$ cat config.mk
export PLATFORM = sky130hd
export DESIGN_NAME = rm2eul_sqrt
export DESIGN_NICKNAME = d
export VERILOG_FILES = /design/src/hdl/rm2eul_pkg.sv /design/src/hdl/rm2eul_sqrt.sv
export SDC_FILE = /design/constraint.sdc
export NUM_CORES = 2
export LEC_CHECK = 0
export ABC_CLOCK_PERIOD_IN_PS = 3500
export BUFFER_PORTS_ARGS = -buffer_cell sky130_fd_sc_hd__buf_2
export CAP_MARGIN = 10
export CORE_MARGIN = 5
export CORE_UTILIZATION = 50
export CTS_CLUSTER_SIZE = 30
export DETAILED_ROUTE_END_ITERATION = 10
export GPL_ROUTABILITY_DRIVEN = 0
export PLACE_DENSITY = 0.68
export SLEW_MARGIN = 20
export SYNTH_ARGS = -nofsm -noshare
export SYNTH_HDL_FRONTEND = slang
export SYNTH_SLANG_ARGS = --single-unit
$ cat constraint.sdc
create_clock -name clock -period 3.5 [get_ports clock]
set_clock_uncertainty 0.15 [all_clocks]
set_input_delay 0.175 -clock clock [delete_from_list [all_inputs] [get_ports clock]]
set_output_delay 0.175 -clock clock [all_outputs]
set_load 0.02 [all_outputs]
$ cat src/hdl/rm2eul_pkg.sv
// Shared constants and the arctangent step table for the Euler angle converter.
`default_nettype none
package rm2eul_pkg;

   localparam int CORDIC_STAGES = 30;
   localparam int SQRT_STEPS    = 32;
   localparam int GUARD_BITS    = 8;
   localparam int CW            = 44;   // CORDIC x/y datapath width
   localparam int ZW            = 34;   // CORDIC angle accumulator width
   localparam int THR_W         = 29;

   localparam int FRONT_DEPTH    = 3;   // abs, square, sum
   localparam int ALIGN_DEPTH    = FRONT_DEPTH + SQRT_STEPS;
   localparam int CORDIC_LATENCY = CORDIC_STAGES + 2;
   localparam int LATENCY        = 1 + ALIGN_DEPTH + CORDIC_LATENCY + 2;

   localparam logic signed [ZW-1:0] PI_Q29         = 34'sd1686629713;
   localparam logic signed [ZW-1:0] HALF_PI_Q29    = 34'sd843314857;
   localparam logic signed [ZW-1:0] QUARTER_PI_Q29 = 34'sd421657428;
   localparam logic [THR_W-1:0]     LOCK_RESET     = 29'd537;

   // atan(2^-i) in Q5.29, from the alternating series in Q62
   function automatic logic signed [ZW-1:0] atan_step(input int unsigned i);
      logic [63:0] acc;
      logic [63:0] rnd;
      acc = 64'd0;
      if (i == 0) begin
         return QUARTER_PI_Q29;
      end
      if (i * 1 <= 62)  acc = acc + ((64'd1 << (62 - i * 1))  / 64'd1);
      if (i * 3 <= 62)  acc = acc - ((64'd1 << (62 - i * 3))  / 64'd3);
      if (i * 5 <= 62)  acc = acc + ((64'd1 << (62 - i * 5))  / 64'd5);
      if (i * 7 <= 62)  acc = acc - ((64'd1 << (62 - i * 7))  / 64'd7);
      if (i * 9 <= 62)  acc = acc + ((64'd1 << (62 - i * 9))  / 64'd9);
      if (i * 11 <= 62) acc = acc - ((64'd1 << (62 - i * 11)) / 64'd11);
      if (i * 13 <= 62) acc = acc + ((64'd1 << (62 - i * 13)) / 64'd13);
      if (i * 15 <= 62) acc = acc - ((64'd1 << (62 - i * 15)) / 64'd15);
      if (i * 17 <= 62) acc = acc + ((64'd1 << (62 - i * 17)) / 64'd17);
      if (i * 19 <= 62) acc = acc - ((64'd1 << (62 - i * 19)) / 64'd19);
      if (i * 21 <= 62) acc = acc + ((64'd1 << (62 - i * 21)) / 64'd21);
      if (i * 23 <= 62) acc = acc - ((64'd1 << (62 - i * 23)) / 64'd23);
      if (i * 25 <= 62) acc = acc + ((64'd1 << (62 - i * 25)) / 64'd25);
      if (i * 27 <= 62) acc = acc - ((64'd1 << (62 - i * 27)) / 64'd27);
      if (i * 29 <= 62) acc = acc + ((64'd1 << (62 - i * 29)) / 64'd29);
      if (i * 31 <= 62) acc = acc - ((64'd1 << (62 - i * 31)) / 64'd31);
      if (i * 33 <= 62) acc = acc + ((64'd1 << (62 - i * 33)) / 64'd33);
      if (i * 35 <= 62) acc = acc - ((64'd1 << (62 - i * 35)) / 64'd35);
      if (i * 37 <= 62) acc = acc + ((64'd1 << (62 - i * 37)) / 64'd37);
      if (i * 39 <= 62) acc = acc - ((64'd1 << (62 - i * 39)) / 64'd39);
      if (i * 41 <= 62) acc = acc + ((64'd1 << (62 - i * 41)) / 64'd41);
      if (i * 43 <= 62) acc = acc - ((64'd1 << (62 - i * 43)) / 64'd43);
      if (i * 45 <= 62) acc = acc + ((64'd1 << (62 - i * 45)) / 64'd45);
      if (i * 47 <= 62) acc = acc - ((64'd1 << (62 - i * 47)) / 64'd47);
      if (i * 49 <= 62) acc = acc + ((64'd1 << (62 - i * 49)) / 64'd49);
      if (i * 51 <= 62) acc = acc - ((64'd1 << (62 - i * 51)) / 64'd51);
      if (i * 53 <= 62) acc = acc + ((64'd1 << (62 - i * 53)) / 64'd53);
      if (i * 55 <= 62) acc = acc - ((64'd1 << (62 - i * 55)) / 64'd55);
      if (i * 57 <= 62) acc = acc + ((64'd1 << (62 - i * 57)) / 64'd57);
      if (i * 59 <= 62) acc = acc - ((64'd1 << (62 - i * 59)) / 64'd59);
      if (i * 61 <= 62) acc = acc + ((64'd1 << (62 - i * 61)) / 64'd61);
      rnd = (acc + 64'h1_0000_0000) >> 33;
      return signed'(ZW'(rnd));
   endfunction

endpackage
`default_nettype wire

$ cat src/hdl/rm2eul_sqrt.sv
// Pipelined bit-pair integer square root of a 64-bit sum of squares.
`default_nettype none
module rm2eul_sqrt (
   input  wire logic        clock,
   input  wire logic [63:0] in_value,
   output logic      [31:0] out_root
);

   localparam int N = rm2eul_pkg::SQRT_STEPS;

   logic [63:0] rem_ff [N];
   logic [63:0] res_ff [N];

   for (genvar k = 0; k < N; k++) begin : g_step
      localparam logic [63:0] BIT = 64'd1 << (62 - 2 * k);
      logic [63:0] rem_prev;
      logic [63:0] res_prev;
      logic [63:0] trial;
      logic [63:0] rem_in;
      logic [63:0] res_in;

      if (k == 0) begin : g_first
         assign rem_prev = in_value;
         assign res_prev = 64'd0;
      end else begin : g_next
         assign rem_prev = rem_ff[k-1];
         assign res_prev = res_ff[k-1];
      end

      always_comb begin
         trial = res_prev + BIT;
         if (rem_prev >= trial) begin
            rem_in = rem_prev - trial;
            res_in = (res_prev >> 1) + BIT;
         end else begin
            rem_in = rem_prev;
            res_in = res_prev >> 1;
         end
      end

      always_ff @(posedge clock) begin
         rem_ff[k] <= rem_in;
         res_ff[k] <= res_in;
      end
   end

   assign out_root = res_ff[N-1][31:0];

endmodule
`default_nettype wire

# Word level (Yosys, flattened, before mapping)
# Memory sizes are Yosys's and may differ from the RTL's.
# Index checks and enable logic that the tools add are counted.
# word_totals
reg_bits	0
ram_bits	4096
memories	2
# classes
n_addsub	94
magnitude_cmp	32
muxes	64
# mem_list
memory	words	word_bits	rd	rd_ports_with_merged_regs	write_ports	line	text
rem_ff	32	64	31	0	32	rm2eul_sqrt.sv:11	logic [63:0] rem_ff [N];
res_ff	32	64	32	0	32	rm2eul_sqrt.sv:12	logic [63:0] res_ff [N];
# op_table
op	count
64-bit 2-to-1 mux	63
64-bit >= comparator	31
64-bit subtractor	31
63-bit by 1-bit adder with 64-bit output (second input constant)	1
63-bit by 11-bit adder with 64-bit output (second input constant)	1
63-bit by 13-bit adder with 64-bit output (second input constant)	1
63-bit by 15-bit adder with 64-bit output (second input constant)	1
63-bit by 17-bit adder with 64-bit output (second input constant)	1
63-bit by 19-bit adder with 64-bit output (second input constant)	1
63-bit by 21-bit adder with 64-bit output (second input constant)	1
63-bit by 23-bit adder with 64-bit output (second input constant)	1
63-bit by 25-bit adder with 64-bit output (second input constant)	1
63-bit by 27-bit adder with 64-bit output (second input constant)	1
63-bit by 29-bit adder with 64-bit output (second input constant)	1
63-bit by 3-bit adder with 64-bit output (second input constant)	1
63-bit by 31-bit adder with 64-bit output (second input constant)	1
63-bit by 33-bit adder with 64-bit output (second input constant)	1
63-bit by 35-bit adder with 64-bit output (second input constant)	1
63-bit by 37-bit adder with 64-bit output (second input constant)	1
63-bit by 39-bit adder with 64-bit output (second input constant)	1
63-bit by 41-bit adder with 64-bit output (second input constant)	1
63-bit by 43-bit adder with 64-bit output (second input constant)	1
63-bit by 45-bit adder with 64-bit output (second input constant)	1
63-bit by 47-bit adder with 64-bit output (second input constant)	1
44 further kinds	44

# Depth between registers and ports, before layout
# An unclocked memory read counts as a cell.
# depth
word_depth	4
depth_mapped	15
ltp_nobuf	12

# Worst setup path after synthesis
# OpenSTA, ideal clock, no wires.
# synth_path
path_kind	reg-to-reg
startpoint	memory res_ff[24][14]
endpoint	memory rem_ff[25][16] (netlist: rem_ff[1][592])
setup_ns	0.121
t_arrival_ns	3.180
required_time_ns	3.229
slack_ns	0.049
stages_incl_launch_ff	12
path_buffers	2
period_less_slack_ns	3.451
path_cell_list	dfxtp_1 > inv_1 > ha_1 > nor2b_1 > o31a_1 > o41a_1 > o311ai_1 > a211oi_1 > nor3_1 > clkbuf_1 > buf_1 > mux2_2
# synth_rtl
element	line
from (decl)	rm2eul_sqrt.sv:12
to (decl)	rm2eul_sqrt.sv:11

==> qor.csv <==
stage;metric;value;unit
logic_synthesis;EDFF count, synth;0;
detailed_routing;DRC viols;0;
detailed_routing;vias after detailed routing;71738;
placed_design;placed instance area;100900;sq um
worst_hold_path;hold path depth;0;
finish;final instance area;111600;sq um
logic_synthesis;Adder-Cell Fraction of Synth Area;0.07309;
worst_setup_path;worst path required time;4.10;ns
clock_network;clock-pin slew on the worst setup and hold paths;0.06;ns
timing;Slew @ Worst Pin;1.038;ns
global_routing;largest net degree at the start of global routing;55;
clock_network;CTS root buffer;clkbuf_16;
worst_setup_path;Critical Setup Path Class;reg2reg;
timing;Slew headroom;0.3017;
finish;share of cells above drive strength 1;0.1077;
timing;# setup viols final;0;
detailed_routing;Final ANT Viol Nets;0;
worst_setup_path;crit path capture type;flip-flop;
finish;fillcell total;15724;
floorplan;die width;447.1;microns
detailed_routing;Pre-antenna DRT Iters;7;
clock_network;worst skew pair latency;0.88;ns
placed_design;IO buf count;96;
logic_synthesis;cell count after synthesis;9652;
worst_setup_path;worst reg-to-reg path cell count;14;
placed_design;dpl ws;-0.2414;ns
global_routing;total global routing overflow;0;
timing;Tcrit/Tclk final;0.9800;
logic_synthesis;synth unique cells;90;
clock_network;CTS H-tree depth;4;
timing;Fin Setup TNS;0;ns
floorplan;Rows;160;
run;Max Cap Violations;0;
clock_network;clock sink total;2512;
logic_synthesis;Synth Net Count;10275;
floorplan;die area;199900;sq um
finish;final design utilization;0.5869;
logic_synthesis;Synth Cell Area;95530;sq um
global_routing;number of global-route vias before repair;70617;
logic_synthesis;main combinational cell family by area after synthesis;simple AND/OR/NAND/NOR gates;
logic_synthesis;synthesized flop and latch total;2512;
clock_network;CTS tree;built;
worst_setup_path;Critical Path Fanout Max;6;
detailed_routing;drt total wl;248600;microns
logic_synthesis;Synth Area in XOR/XNOR;0.08032;
timing;final setup margin;0.06999;ns
floorplan;die height;447.1;microns
logic_synthesis;Synth Area in Compound Gates;0.1184;
timing;FMAX;291.5;MHz
logic_synthesis;Mean Syn Cell Area;9.897;sq um
detailed_routing;number of DRC markers in iteration 0;5856;
finish;# nets final;10877;
logic_synthesis;Synth Flop Type;dfxtp_1;
logic_synthesis;Seq/Total Area, Yosys;0.5264;
logic_synthesis;multiplexer area fraction after synthesis;0.009955;
global_routing;GRT Total Usage;0.2415;
finish;Syn-to-layout area delta;16.84;%
power_and_ir_drop;pwr dens;820.0;nW/um^2
timing;Final Max Tran Viols;0;
worst_setup_path;Worst setup SP type;flip-flop;
power_and_ir_drop;Max VDD drop;0.5251;mV
power_and_ir_drop;LEAKAGE;50.86;nW
timing;crit path time final;3.430;ns
placed_design;Detailed Place HPWL;188400;microns
clock_network;CTS Buffer Depth;3;
logic_synthesis;Synth Area in Simple Gates;0.1552;
floorplan;Initial Util;0.5023;
logic_synthesis;ys async rst share;0;
detailed_routing;Vias per Instance;5.529;
timing;RSZ-0062 raised after global routing;yes;
global_routing;wire length of the first global-routing pass;386100;microns
power_and_ir_drop;total power;91.52;mW
logic_synthesis;Synth area leaders;dfxtp_1 (53%), ha_1 (7.3%), xnor2_1 (4.6%);
worst_setup_path;Arr. time, crit path;4.03;ns
detailed_routing;routed len/inst;19.16;microns
floorplan;core box area;190200;sq um
floorplan;boundary pin count;97;
clock_network;Inserted Clock Buffers;235;
global_routing;initial antenna violation count;17;
timing;final hold viol count;0;
worst_hold_path;Hold Path Class;reg2reg;
logic_synthesis;top cell type's share of synthesized area;0.5264;
logic_synthesis;synth warn;0;
logic_synthesis;largest area contributor in the netlist;dfxtp_1;
outcome;status;completed;
sequential cells by signal, summed over array words and instances, names as in the netlist:
signal and cells:
rem_ff 1984, res_ff 528
Yosys cell counts, types with 15 or more instances:
library cell     n
nor2_1         632
o41ai_1         15
clkbuf_1       152
inv_1          715
o31a_1          16
nand3_1        175
or3_1          114
o31ai_1         45
nor4b_1         47
a211oi_1        47
a21o_1         217
nor3b_1         21
nand2b_1        94
xor2_1         371
or4_1           67
or2_2           38
o2111ai_1       15
a211o_1         22
a21oi_1        603
and3_1          46
nor3_1         255
nor4_1         358
o21a_1         106
a31oi_1         49
o211ai_1        37
dfxtp_1       2512
a21boi_0        20
ha_1           558
xnor2_1        505
o21ai_0        462
o21bai_1        53
and2_1          29
nand4b_1        40
nand3b_1        43
nand2_1        632
buf_2           25
nand4_1        167
nor2b_1         66
mux2_2          72
layer usage:
| metal | track usage | up-vias | wire length [microns] |
|---|---|---|---|
| met5 | 0 | - | 0 |
| met4 | 0.08575 | 0 | 9067 |
| met3 | 0.03865 | 534 | 15500 |
| met2 | 0.4138 | 2336 | 118800 |
| met1 | 0.3090 | 34012 | 105300 |
| li1 | - | 34856 | - |
repair_timing:
action / in CTS / in global routing
setup endpoints to repair: 55 / 400
gates resized for setup: 16 / 144
pin swaps: 3 / 36
hold endpoints to repair: 65 / 0
cloned: 0 / 2
hold buffers: 130 / 0
buffers inserted: 2 / 22
cell usage in the layout (no fill, tap or decap), types with 51 or more instances in the layout:
cell type,count
a21o_1,217
a21oi_1,593
buf_2,96
buf_4,315
clkbuf_16,237
dfxtp_1,2507
dlygate4sd3_1,130
ha_1,549
inv_1,715
mux2_2,72
nand2_1,629
nand2b_1,93
nand3_1,172
nand4_1,167
nor2_1,629
nor2b_1,64
nor3_1,244
nor4_1,339
o21a_1,105
o21ai_0,453
o21bai_1,51
or3_1,111
or4_1,60
xnor2_1,504
xor2_1,371
power by group:
part           switching [mW]  internal, mW
Clock                    11.3          15.7
Combinational            12.8          10.7
Sequential               5.98          35.1
Total                    30.0          61.5
final cells by class:
| type | instances | area [sq um] | area share |
|---|---|---|---|
| Antenna cell | 6 | 15.01 | 0.0001345 |
| Clock buffer | 312 | 6601 | 0.05914 |
| Clock inverter | 130 | 1856 | 0.01662 |
| Sequential cell | 2512 | 50290 | 0.4506 |
| Inverter | 720 | 2703 | 0.02421 |
| Multi-Input combinational cell | 6225 | 42520 | 0.3809 |
| Tap cell | 2511 | 3142 | 0.02815 |
| Timing Repair Buffer | 560 | 4488 | 0.04021 |
per-stage QoR:
stage / cells / hold WS (ns)
final: 12976 / 0.1494
after global routing: 12971 / 0.1327
after CTS: 12946 / 0.03619
after detailed placement: 12372 / 0.1428
after global placement: 12372 / 0.1425
after floorplan: 9652 / 0.05272
cells by family (layout without fill, tap and decap cells):
group                    count (synthesis)  after routing
multiplexers                            86             86
flip-flops                            2512           2512
AO/OA/AOI/OAI                         1833           1833
buffers and inverters                  915           1722
AND/OR/NAND/NOR                       2872           2872
adder cells (fa/ha/maj)                558            558
XOR/XNOR                               876            876
other                                    0              6
worst max-delay path, stage by stage, from the launching register on:
cell,delay [ns]
dfxtp_1,0.37
inv_1,0.06
ha_1,0.44
nand4_1,0.22
nor4_1,0.34
buf_4,0.21
a311oi_1,0.18
nand3_1,0.16
nor2_1,0.06
and3_2,0.25
inv_2,0.10
nand4_1,0.18
buf_4,0.22
nor3_1,0.23
xor2_1,0.19
worst paths after layout:
| kind | slack [ns] | startpoint | endpoint |
|---|---|---|---|
| max reg2reg | 0.07 | res_ff[26][27] | rem_ff[1][765] |
| max | 0.07 | res_ff[26][27] | rem_ff[1][765] |
| min reg2reg | 0.15 | res_ff[27][12] | res_ff[28][11] |
| min | 0.15 | res_ff[27][12] | res_ff[28][11] |
(Power assumes the default switching activity.)
